<file path="config.mk">
export PLATFORM = sky130hd
export DESIGN_NAME = tve_div
export DESIGN_NICKNAME = d
export VERILOG_FILES = /design/src/sv/tve_pkg.sv /design/src/sv/tve_div.sv
export SDC_FILE = /design/constraint.sdc
export NUM_CORES = 1
export LEC_CHECK = 0
export ABC_CLOCK_PERIOD_IN_PS = 2600
export BUFFER_PORTS_ARGS = -buffer_cell sky130_fd_sc_hd__buf_2
export CAP_MARGIN = 20
export CORE_MARGIN = 1
export CORE_UTILIZATION = 53
export DETAILED_ROUTE_END_ITERATION = 8
export MAX_ROUTING_LAYER = met4
export PLACE_DENSITY = 0.91
export SYNTH_ARGS = -nofsm -noshare
export SYNTH_HDL_FRONTEND = slang
export SYNTH_SLANG_ARGS = --single-unit
</file>
<file path="constraint.sdc">
create_clock -name i_clk -period 2.6 [get_ports i_clk]
set_input_delay 0.26 -clock i_clk [delete_from_list [all_inputs] [get_ports i_clk]]
set_output_delay 0.26 -clock i_clk [all_outputs]
set_load 0.02 [all_outputs]
</file>
<file path="src/sv/tve_pkg.sv">
// ----------------------------------------------------------------------------
// tve_pkg: shared types and constants of the tracker voice effect engine
// Amiga period table, request and event codes, divider width.
// ----------------------------------------------------------------------------
package tve_pkg;

    localparam int DIV_W = 21;   // |tune| * 32 fits in 21 bits

    typedef enum logic [1:0] {
        K_NEW_EFFECT = 2'd0,
        K_START_NOTE = 2'd1,
        K_TICK       = 2'd2,
        K_UNUSED     = 2'd3
    } t_req_kind;

    typedef enum logic [2:0] {
        EV_NOTE_OFF   = 3'd0,
        EV_NOTE_ON    = 3'd1,
        EV_OFFSET     = 3'd2,
        EV_EXPRESSION = 3'd3,
        EV_PITCH      = 3'd4
    } t_ev_kind;

    localparam logic [3:0] FX_PORTA     = 4'd3;
    localparam logic [3:0] FX_OFFSET    = 4'd9;
    localparam logic [3:0] FX_VOL_SLIDE = 4'd10;
    localparam logic [3:0] FX_SET_VOL   = 4'd12;

    localparam logic [7:0]  NOTE_NONE  = 8'd255;
    localparam logic [5:0]  TAB_LAST   = 6'd59;
    localparam logic [11:0] PERIOD_MIN = 12'd56;
    localparam logic [11:0] PERIOD_MAX = 12'd1712;

    function automatic logic [10:0] period_at(input logic [5:0] idx);
        logic [10:0] p;
        case (idx)
            6'd0: p = 11'd1712;  6'd1: p = 11'd1616;  6'd2: p = 11'd1524;
            6'd3: p = 11'd1440;  6'd4: p = 11'd1356;  6'd5: p = 11'd1280;
            6'd6: p = 11'd1208;  6'd7: p = 11'd1140;  6'd8: p = 11'd1076;
            6'd9: p = 11'd1016;  6'd10: p = 11'd960;  6'd11: p = 11'd906;
            6'd12: p = 11'd856;  6'd13: p = 11'd808;  6'd14: p = 11'd762;
            6'd15: p = 11'd720;  6'd16: p = 11'd678;  6'd17: p = 11'd640;
            6'd18: p = 11'd604;  6'd19: p = 11'd570;  6'd20: p = 11'd538;
            6'd21: p = 11'd508;  6'd22: p = 11'd480;  6'd23: p = 11'd453;
            6'd24: p = 11'd428;  6'd25: p = 11'd404;  6'd26: p = 11'd381;
            6'd27: p = 11'd360;  6'd28: p = 11'd339;  6'd29: p = 11'd320;
            6'd30: p = 11'd302;  6'd31: p = 11'd285;  6'd32: p = 11'd269;
            6'd33: p = 11'd254;  6'd34: p = 11'd240;  6'd35: p = 11'd226;
            6'd36: p = 11'd214;  6'd37: p = 11'd202;  6'd38: p = 11'd190;
            6'd39: p = 11'd180;  6'd40: p = 11'd170;  6'd41: p = 11'd160;
            6'd42: p = 11'd151;  6'd43: p = 11'd143;  6'd44: p = 11'd135;
            6'd45: p = 11'd127;  6'd46: p = 11'd120;  6'd47: p = 11'd113;
            6'd48: p = 11'd107;  6'd49: p = 11'd101;  6'd50: p = 11'd95;
            6'd51: p = 11'd90;   6'd52: p = 11'd85;   6'd53: p = 11'd80;
            6'd54: p = 11'd75;   6'd55: p = 11'd71;   6'd56: p = 11'd67;
            6'd57: p = 11'd63;   6'd58: p = 11'd60;   6'd59: p = 11'd56;
            default: p = 11'd0;
        endcase
        return p;
    endfunction

endpackage

</file>
<file path="src/sv/tve_div.sv">
// ----------------------------------------------------------------------------
// tve_div: shared restoring divider
// Unsigned quotient, one bit per cycle, done pulses when the last bit is in.
// ----------------------------------------------------------------------------
module tve_div (
    input  logic                      i_clk,
    input  logic                      i_rst_n,
    input  logic                      i_start,
    input  logic [tve_pkg::DIV_W-1:0] i_num,
    input  logic [6:0]                i_den,
    output logic                      o_done,
    output logic [tve_pkg::DIV_W-1:0] o_quo
);
    import tve_pkg::*;

    logic [DIV_W-1:0] r_q;
    logic [6:0]       r_rem;
    logic [6:0]       r_den;
    logic [4:0]       r_cnt;
    logic             r_busy;
    logic             r_done;
    logic [7:0]       w_sh;
    logic             w_ge;

    assign w_sh = {r_rem, r_q[DIV_W-1]};
    assign w_ge = (w_sh >= {1'b0, r_den});

    always_ff @(posedge i_clk) begin
        if (!i_rst_n) begin
            r_busy <= 1'b0;
            r_done <= 1'b0;
            r_cnt  <= '0;
        end else begin
            r_done <= 1'b0;
            if (i_start) begin
                r_q    <= i_num;
                r_rem  <= '0;
                r_den  <= i_den;
                r_cnt  <= 5'(DIV_W);
                r_busy <= 1'b1;
            end else if (r_busy) begin
                r_rem <= w_ge ? 7'(w_sh - {1'b0, r_den}) : w_sh[6:0];
                r_q   <= {r_q[DIV_W-2:0], w_ge};
                r_cnt <= r_cnt - 5'd1;
                if (r_cnt == 5'd1) begin
                    r_busy <= 1'b0;
                    r_done <= 1'b1;
                end
            end
        end
    end

    assign o_done = r_done;
    assign o_quo  = r_q;
endmodule

</file>
==> metrics.csv, run 1 <==
stage;metric;value;unit
sta;final worst path period share;85.43;%
clocking;root buffer cell;clkbuf_8;
sta;Achievable Freq;450.2;MHz
worst_setup_path;CP peak stage delay;0.40;ns
yosys;Syn Inst Count;165;
cells_and_area;Area growth, synth to finish;18.70;%
run;number of max-cap violations;0;
routing;ANT nets after route;0;
placed_design;Placed Area;2434;um^2
pwr;power density cells;623.5;nW/um^2
grt;vias in the first global route;1467;
sta;Final Critical Period;2.221;ns
grt;initial antenna violation count;0;
worst_setup_path;Worst EP arrival;2.38;ns
worst_setup_path;Crit Reg-Reg Startpoint;o_quo[20]$_DFFE_PP_;
yosys;top-count cell post-synth;edfxtp_1;
sta;RSZ-0062 raised after global routing;no;
die;core box area;3744;um^2
cells_and_area;design area;2510;um^2
sta;max-slew violation count;0;
pwr;Max rail drop VDD;0.4920;mV
die;Initial Utilization;56.48;%
worst_setup_path;Crit. End Element;register;
grt;gr usage total;21.70;%
yosys;flops & latches, synth;42;
worst_setup_path;Setup crit start;o_quo[20]$_DFFE_PP_;
die;chip width;65.17;um
die;Row Count;22;
pwr;sw power;434.4;uW
hold_path;Min-Delay Path Depth;1;
sta;Hold Violations, Final;0;
yosys;Synth Area per Inst;12.82;um^2
run_status;status;completed;
pwr;P_int;1131;uW
cells_and_area;Nets;261;
worst_setup_path;crit path kind;register to register;
sta;Worst Tran Pin Value;0.5249;ns
clocking;htree depth;2;
yosys;Syn Nets;206;
yosys;Top FF cell, synth;edfxtp_1;
yosys;number of flops mapped to enable cells by yosys;35;
yosys;register area share after synthesis;56.33;%
die;I/O pins;53;
worst_setup_path;Worst setup endpoint;r_rem[6]$_SDFFCE_PP0P_;
clocking;post-CTS setup buffer count;0;
grt;first-pass GRT wire length;6630;um
clocking;clk buf depth;2;
die;Die Y;65.17;um
clocking;number of clock buffers inserted by TritonCTS;5;
cells_and_area;fin util;67.05;%
clocking;worst skew pair latency;0.30;ns
worst_setup_path;R2R depth;8;
pwr;Flop pwr share;52.5;%
placed_design;hpwl dp;2998;um
sta;final setup vio count;0;
clocking;post_cts resized;0;
yosys;share of flip-flops with an asynchronous set or reset;0;%
yosys;Post-Syn Area;2115;um^2
yosys;post-synth top area cell;edfxtp_1;
pwr;combinational share of power;22.1;%
die;Die Footprint;4246;um^2
clocking;Hold Buf Count CTS;0;
placed_design;placer congestion estimate;0.7970;
placed_design;placed cell count;261;
cells_and_area;share of cells above drive strength 1;40.00;%
worst_setup_path;crit path max-delay cell type;fa_1;
routing;Post-Route WL;4058;um
worst_setup_path;Worst Path Max Fanout;3;
yosys;post-synth top area share;49.70;%
clocking;TritonCTS clock tree;yes;
clocking;Sink Count;42;
grt;GR Overflow Total;0;
sta;Fin Setup TNS;0;ns
routing;Starting DRT DRC Count;69;
worst_setup_path;crit path cell chain;inv_1 > ha_1 > fa_1 > nand2b_1 > a21oi_1 > mux2i_1 > o22ai_1 > a21oi_1;
worst_setup_path;R2R Setup Slk;0.38;ns
pwr;Leakage;0.001015;uW
placed_design;input/output buffers;52;
worst_setup_path;Crit path top cell by count;a21oi_1;
cells_and_area;post-route insts no fill;268;
worst_setup_path;CP Launch Type;register;
sta;max_slew headroom;65.01;%
yosys;synth top area cells;edfxtp_1 (50%), mux2_2 (11%), dfxtp_1 (6.6%);
yosys;Yosys cell types;40;
sta;Worst Skew;0.007641;ns
routing;Post-route DRC;0;
routing;Via density;5.567;
yosys;Ys Warns;0;
yosys;Post-synth top cells;edfxtp_1 (35), mux2_2 (21), inv_1 (14);
pwr;switch share;27.76;%
grt;largest net degree at the start of global routing;21;
worst_setup_path;WP data required;2.76;ns
routing;first-pass detailed-route iteration total;4;
worst_setup_path;FF-to-FF End;r_rem[6]$_SDFFCE_PP0P_;
cells_and_area;ant diodes;0;
clocking;CTS clk-pin slew, worst paths;0.08;ns
pwr;clock power share;25.4;%
hold_path;Hold Crit Class;primary input to register;
routing;DR vias;1492;
routing;drt wl/cell;15.14;um
-- registers in the layout, summed over array words and instances, names as in the netlist --
signal / count
o_done: 1
r_cnt: 5
r_rem: 7
r_busy: 1
o_quo: 21
r_den: 7
-- metrics by stage --
stage,power (uW),hold WS [ns],worst slack (ns)
after CTS,1564,0.1280,0.4033
final,1565,0.1325,0.3789
after detailed placement,1177,0.4384,0.4099
after global placement,1162,0.4387,0.5289
after floorplan,1077,0.3589,0.4942
after global routing,1633,0.1272,0.2369
-- worst min path at each step --
stage | end | slack [ns] | start
after floorplan | r_den[0]$_DFFE_PP_ | 0.36 | i_den[0]
after global placement | r_den[5]$_DFFE_PP_ | 0.44 | i_den[5]
after detailed placement | r_den[1]$_DFFE_PP_ | 0.44 | i_den[1]
after CTS | r_den[5]$_DFFE_PP_ | 0.13 | i_den[5]
after global routing | r_den[6]$_DFFE_PP_ | 0.13 | i_den[6]
final | r_den[5]$_DFFE_PP_ | 0.13 | i_den[5]
-- placed cells by master, fill, tap and decap left out, drive strengths merged, types with 5 or more instances in the layout --
| cell type | n |
|---|---|
| nor2 | 6 |
| mux2 | 22 |
| edfxtp | 35 |
| ha | 9 |
| buf | 54 |
| o21a | 6 |
| dfxtp | 7 |
| inv | 14 |
| o21ai | 8 |
| clkbuf | 7 |
| nand3 | 5 |
| a21oi | 8 |
-- worst max-delay path, delay by kind of cell, from the launching register on --
kind	cells	cell delay (ns)
flops	1	0.38
buf+inv	1	0.06
mux	1	0.31
simple gates	1	0.20
fa+ha+maj	2	0.62
compound gates	3	0.52
-- power groups by stage --
stage / Sequential (uW) / Clock (uW) / Combinational [uW]
after floorplan: 858 / 0 / 219
after global placement: 836 / 0 / 326
after detailed placement: 836 / 0 / 341
after CTS: 822 / 399 / 344
after global routing: 827 / 427 / 379
final: 822 / 398 / 346
-- layer usage --
metal / vias to the layer above / routed length (um) / GRT usage, %
li1: 728 / - / -
met1: 685 / 1824 / 27.98
met4: 0 / 79 / 8.967
met2: 68 / 1851 / 32.09
met5: - / 0 / -
met3: 11 / 303 / 6.424
-- logic make-up after synthesis --
family / Yosys count / synth area share [%]
buffers and inverters: 20 / 3.846
adder cells (fa/ha/maj): 10 / 6.272
XOR/XNOR: 6 / 2.485
AO/OA/AOI/OAI: 34 / 10.95
AND/OR/NAND/NOR: 30 / 7.929
multiplexers: 23 / 12.19
flip-flops: 42 / 56.33
-- final cells by class --
class | count | area [um^2]
Multi-Input combinational cell | 103 | 842.1
Clock buffer | 7 | 76.32
Timing Repair Buffer | 54 | 287.8
Tap cell | 48 | 60.06
Fill cell | 277 | 1234
Inverter | 14 | 52.55
Sequential cell | 42 | 1191
(Power assumes the default switching activity.)
==> run 2: changes to the inputs <==
--- a/config.mk
+++ b/config.mk
@@ -5,6 +5,7 @@
 export SDC_FILE = /design/constraint.sdc
 export NUM_CORES = 1
 export LEC_CHECK = 0
+export ABC_AREA = 1
 export ABC_CLOCK_PERIOD_IN_PS = 2600
 export BUFFER_PORTS_ARGS = -buffer_cell sky130_fd_sc_hd__buf_2
 export CAP_MARGIN = 20
@@ -12,7 +13,7 @@
 export CORE_UTILIZATION = 53
 export DETAILED_ROUTE_END_ITERATION = 8
 export MAX_ROUTING_LAYER = met4
-export PLACE_DENSITY = 0.91
+export PLACE_DENSITY = 0.9
 export SYNTH_ARGS = -nofsm -noshare
 export SYNTH_HDL_FRONTEND = slang
 export SYNTH_SLANG_ARGS = --single-unit
==> run 2 against run 1 <==
- core utilization grew 1.9 points
- clock-buffer cell count is the same
- power grew 7.8%
- via count grew 22%
- final cell count grew 34%
- sequential share of layout area shrank 2.0 points
- first-iteration DRC count grew 16%
- synthesized area grew 3.5%
- sequential power is essentially flat
- die area grew 3.4%
- sequential cell count is the same
- combinational power grew 4%
- critical path type unchanged
==> metrics.csv, run 2 <==
stage;metric;value;unit
run_status;status;completed;
yosys;Ys Warns;0;
cells_and_area;most frequent cells in the layout;nand2_1 (99), buf_2 (52), inv_1 (37);
die;Die Footprint;4390;um^2
sta;Final Critical Period;2.087;ns
yosys;Syn Nets;297;
die;Row Count;22;
yosys;Synth Area per Inst;8.548;um^2
worst_setup_path;CP Launch Type;register;
routing;DR vias;1825;
yosys;Post-Syn Area;2188;um^2
yosys;Top FF cell, synth;edfxtp_1;
worst_setup_path;Crit. End Element;register;
worst_setup_path;Worst EP arrival;2.15;ns
clocking;CTS clk-pin slew, worst paths;0.08;ns
pwr;power density cells;644.2;nW/um^2
routing;ANT nets after route;0;
placed_design;placed cell count;352;
grt;first-pass GRT wire length;7790;um
yosys;number of flops mapped to enable cells by yosys;35;
pwr;Max rail drop VDD;0.3968;mV
sta;max-slew violation count;0;
sta;Fin Setup TNS;0;ns
sta;final hold slack;0.1261;ns
sta;Hold Violations, Final;0;
placed_design;input/output buffers;52;
clocking;clk buf depth;2;
cells_and_area;Nets;352;
grt;largest net degree at the start of global routing;30;
cells_and_area;commonest non-fill, non-tap cell in the layout;nand2_1;
die;Initial Utilization;57.61;%
cells_and_area;FILL cells;304;
routing;Post-route DRC;0;
yosys;post-synth top area cell;edfxtp_1;
worst_setup_path;crit path kind;register to register;
placed_design;placer congestion estimate;0.9005;
sta;final worst path period share;80.26;%
grt;GR Overflow Total;0;
yosys;top-count cell post-synth;nand2_1;
sta;setup ws final;0.5133;ns
sta;max_slew headroom;59.39;%
cells_and_area;ant diodes;0;
clocking;post_cts resized;0;
clocking;number of clock buffers inserted by TritonCTS;5;
sta;final setup vio count;0;
cells_and_area;share of cells above drive strength 1;21.15;%
routing;Post-Route WL;4593;um
die;core box area;3799;um^2
clocking;Hold Buf Count CTS;0;
routing;drt wl/cell;12.76;um
routing;first-pass detailed-route iteration total;4;
routing;Starting DRT DRC Count;80;
clocking;TritonCTS clock tree;yes;
worst_setup_path;WP data required;2.67;ns
worst_setup_path;Worst Path Max Fanout;8;
placed_design;Place WS;0.5342;ns
grt;gr usage total;25.05;%
sta;Worst Skew;0.008341;ns
die;chip width;66.26;um
yosys;Post-synth top cells;nand2_1 (99), inv_1 (37), edfxtp_1 (35);
sta;RSZ-0062 raised after global routing;no;
yosys;flops & latches, synth;42;
sta;Worst Tran Pin Value;0.6092;ns
clocking;worst skew pair latency;0.30;ns
routing;Via density;5.069;
yosys;Yosys cell types;25;
clocking;Sink Count;42;
cells_and_area;Area growth, synth to finish;19.73;%
grt;initial antenna violation count;0;
clocking;htree depth;2;
yosys;Syn Inst Count;256;
hold_path;Hold Crit Class;primary input to register;
placed_design;hpwl dp;3478;um
clocking;root buffer cell;clkbuf_8;
clocking;post-CTS setup buffer count;0;
yosys;register area share after synthesis;54.43;%
die;I/O pins;53;
yosys;post-synth top area share;48.03;%
cells_and_area;post-route insts no fill;360;
cells_and_area;number of flip-flops in the largest register;21;
die;Die Y;66.26;um
sta;Achievable Freq;479.2;MHz
pwr;Leakage;0.001307;uW
grt;vias in the first global route;1738;
yosys;share of flip-flops with an asynchronous set or reset;0;%
run;number of max-cap violations;0;
yosys;synth top area cells;edfxtp_1 (48%), nand2_1 (17%), dfxtp_1 (6.4%);
==> run 2: cell type report <==
cell class                      instances  area [um^2]  share of cell area (%)
Sequential cell                        42         1191                   45.46
Multi-Input combinational cell        171        835.8                   31.90
Timing Repair Buffer                   54        287.8                   10.98
Inverter                               37        138.9                   5.301
Clock buffer                            7        76.32                   2.913
Tap cell                               48        60.06                   2.292
Clock inverter                          1        30.03                   1.146
==> run 2: final timing paths <==
path	startpoint	to	slack [ns]	cells after the start
worst min-delay path	i_den[3]	r_den[3]$_DFFE_PP_	0.13	1
worst min register to register	r_cnt[4]$_SDFFE_PN0N_	r_cnt[4]$_SDFFE_PN0N_	0.48	2
worst max register to register	o_quo[20]$_DFFE_PP_	r_rem[6]$_SDFFCE_PP0P_	0.51	11
worst max-delay path	o_quo[20]$_DFFE_PP_	r_rem[6]$_SDFFCE_PP0P_	0.51	11
==> run 2: per-layer routing <==
metal	global-route usage [%]	vias up	wire (um)
li1	-	921	-
met1	32.28	842	1915
met2	39.54	54	2360
met3	5.517	8	255
met4	7.979	0	61
met5	-	-	0
==> run 2: stage by stage <==
step	util, %	area, um^2	total power [uW]
after detailed placement	66.17	2514	1193
final	68.97	2620	1688
after CTS	68.97	2620	1690
after global routing	68.97	2620	1769
after floorplan	-	2188	1082
after global placement	66.17	2514	1174
==> run 2: where the power goes <==
group	internal [uW]	total [uW]	switching, uW	leakage (uW)
clock	287	507	219	0.0000524
combinational	133	360	227	0.000861
sequential	793	821	27.7	0.000393
==> run 2: cell families after synthesis <==
group / count (synthesis) / synth area share, %
xor gates and xnor gates: 3 / 1.201
adders and majority gates: 10 / 6.061
AOI/OAI and AO/OA: 11 / 3.317
buffers and inverters: 43 / 7.547
and+or+nand+nor: 147 / 27.44
DFF: 42 / 54.43
==> run 2: worst max-delay path, cell delays in order (launching register included) <==
cell,delay (ns)
edfxtp_1,0.35
inv_1,0.06
ha_1,0.25
fa_1,0.42
inv_1,0.11
nand2_1,0.06
nand2_1,0.09
nand3_1,0.12
nand2_2,0.10
nor2_4,0.06
nor2_1,0.19
nor2_2,0.04
==> run 3: changes to the inputs <==
--- a/config.mk
+++ b/config.mk
@@ -6,7 +6,7 @@
 export NUM_CORES = 1
 export LEC_CHECK = 0
 export ABC_AREA = 1
-export ABC_CLOCK_PERIOD_IN_PS = 2600
+export ABC_CLOCK_PERIOD_IN_PS = 2200
 export BUFFER_PORTS_ARGS = -buffer_cell sky130_fd_sc_hd__buf_2
 export CAP_MARGIN = 20
 export CORE_MARGIN = 1
==> constraint.sdc (replaced) <==
create_clock -name i_clk -period 2.2 [get_ports i_clk]
set_input_delay 0.22 -clock i_clk [delete_from_list [all_inputs] [get_ports i_clk]]
set_output_delay 0.22 -clock i_clk [all_outputs]
set_load 0.02 [all_outputs]
==> run 3 against run 2 <==
- combinational power grew 19%
- final cell count grew 0.56%
- global-route usage shrank 0.23 points
- sequential cell count is the same
- sequential power grew 18%
- sequential share of layout area shrank 0.54 points
- via count grew 3.0%
- clock skew shrank 0.0011 ns
- first-iteration DRC count grew 59%
- worst setup slack lost 0.38 ns
- design area grew 1.2%
- critical path type unchanged
- largest cell class unchanged
- largest power group unchanged
- highest routed layer unchanged
==> metrics.csv, run 3 (synthesis results as in run 2) <==
stage;metric;value;unit
clocking;Hold Buf Count CTS;0;
worst_setup_path;R2R Setup Slk;0.14;ns
routing;ANT nets after route;0;
worst_setup_path;CP Launch Type;register;
clocking;root buffer cell;clkbuf_8;
clocking;Sink Count;42;
grt;largest net degree at the start of global routing;26;
placed_design;input/output buffers;52;
grt;GR Overflow Total;0;
sta;max-slew violation count;0;
clocking;clk buf depth;2;
placed_design;placer congestion estimate;0.8787;
pwr;Max rail drop VDD;0.6782;mV
routing;drt wl/cell;13.03;um
run_status;status;completed;
clocking;CTS clk-pin slew, worst paths;0.08;ns
sta;max_slew headroom;70.10;%
cells_and_area;Area growth, synth to finish;21.15;%
placed_design;placed cell count;354;
worst_setup_path;R2R depth;11;
hold_path;Min-Delay Path Depth;1;
die;Initial Utilization;57.61;%
clocking;htree depth;2;
worst_setup_path;Worst Path Max Fanout;8;
routing;Post-Route WL;4717;um
routing;Via density;5.193;
routing;first-pass detailed-route iteration total;5;
clocking;number of clock buffers inserted by TritonCTS;5;
sta;RSZ-0062 raised after global routing;no;
placed_design;hpwl dp;3432;um
sta;Worst Tran Pin Value;0.4480;ns
cells_and_area;ant diodes;0;
clocking;post-CTS setup buffer count;0;
grt;first-pass GRT wire length;7665;um
grt;vias in the first global route;1752;
worst_setup_path;FF-to-FF End;r_rem[6]$_SDFFCE_PP0P_;
sta;final setup vio count;0;
sta;final worst path period share;93.81;%
worst_setup_path;WP data required;2.25;ns
sta;Final Critical Period;2.064;ns
run;number of max-cap violations;0;
hold_path;Worst Hold Endpoint;r_den[0]$_DFFE_PP_;
cells_and_area;Nets;354;
cells_and_area;post-route insts no fill;362;
hold_path;Hold Crit Class;primary input to register;
hold_path;HP Start;i_den[0];
die;Row Count;22;
routing;Starting DRT DRC Count;127;
worst_setup_path;Worst EP arrival;2.12;ns
grt;initial antenna violation count;0;
sta;Achievable Freq;484.5;MHz
die;I/O pins;53;
clocking;worst skew pair latency;0.30;ns
worst_setup_path;Crit. End Element;register;
sta;Fin Setup TNS;0;ns
grt;gr usage total;24.82;%
cells_and_area;share of cells above drive strength 1;22.29;%
sta;Hold Violations, Final;0;
routing;DR vias;1880;
worst_setup_path;crit path kind;register to register;
clocking;TritonCTS clock tree;yes;
cells_and_area;commonest non-fill, non-tap cell in the layout;nand2_1;
die;core box area;3799;um^2
clocking;post_cts resized;0;
sta;Worst Skew;0.007220;ns
die;Die Y;66.26;um
cells_and_area;most frequent cells in the layout;nand2_1 (98), buf_2 (52), inv_1 (37);
routing;Post-route DRC;0;
worst_setup_path;Crit Reg-Reg Startpoint;o_quo[20]$_DFFE_PP_;
pwr;Leakage;0.001327;uW
cells_and_area;number of flip-flops in the largest register;21;
pwr;power density cells;794.4;nW/um^2
die;chip width;66.26;um
die;Die Footprint;4390;um^2
==> run 3: cell count changes in the layout (fill, tap and decap cells not counted) <==
cell       previous run  this run
clkbuf_1              2         0
clkinv_1              0         1
nand2_1              99        98
nand2_2               1         2
bufinv_16             1         2
buf_12                1         0
buf_4                 1         4
==> run 3: area by class of cell <==
class                           count  area, um^2
Clock buffer                        5       68.82
Inverter                           37       138.9
Fill cell                         270        1147
Timing Repair Buffer               56       290.3
Sequential cell                    42        1191
Multi-Input combinational cell    171       838.3
Clock inverter                      3       63.81
Tap cell                           48       60.06
==> run 3: worst max-delay path by stage <==
stage                              startpoint                      to  slack [ns]  cells past startpoint
after floorplan           o_quo[20]$_DFFE_PP_  r_rem[6]$_SDFFCE_PP0P_        0.24                     11
after global placement    o_quo[20]$_DFFE_PP_  r_rem[6]$_SDFFCE_PP0P_        0.34                     12
after detailed placement  o_quo[20]$_DFFE_PP_  r_rem[6]$_SDFFCE_PP0P_        0.21                     11
after CTS                 o_quo[20]$_DFFE_PP_  r_rem[6]$_SDFFCE_PP0P_        0.17                     11
after global routing      o_quo[20]$_DFFE_PP_  r_rem[6]$_SDFFCE_PP0P_        0.02                     11
final                     o_quo[20]$_DFFE_PP_  r_rem[6]$_SDFFCE_PP0P_        0.14                     11
==> run 3: metal layers <==
layer | up-vias | track usage (%) | wire length (um)
met3 | 14 | 5.172 | 347
met5 | - | - | 0
li1 | 924 | - | -
met1 | 852 | 26.16 | 1753
met4 | 0 | 11.44 | 121
met2 | 90 | 44.26 | 2494
==> run 3: per-stage QoR <==
step	power, uW	utilization [%]	instance area, um^2	setup WS [ns]	hold slack, ns
global placement	1383	66.24	2516	0.3395	0.3971
global route	2190	69.80	2651	0.01907	0.09033
finish	2106	69.80	2651	0.1362	0.09298
floorplan	1278	-	2192	0.2394	0.3189
CTS	2098	69.73	2649	0.1678	0.09120
detailed placement	1404	66.24	2516	0.2105	0.3981
==> run 3: critical path, cell delays in order (launching register included) <==
cell and delay (ns):
edfxtp_1 0.35, inv_1 0.07, ha_1 0.24, fa_1 0.42, inv_1 0.10, nand2_1 0.05, nand2_1 0.08, nand3_1 0.12
nand2_2 0.11, nor2_4 0.06, nor2_1 0.17, nor2_2 0.05
==> run 3: where the power goes <==
group | total, uW | switching (uW) | leakage, uW | internal, uW
Sequential | 970 | 33.0 | 0.000393 | 937
Combinational | 427 | 270 | 0.000868 | 156
Clock | 709 | 260 | 0.0000658 | 449
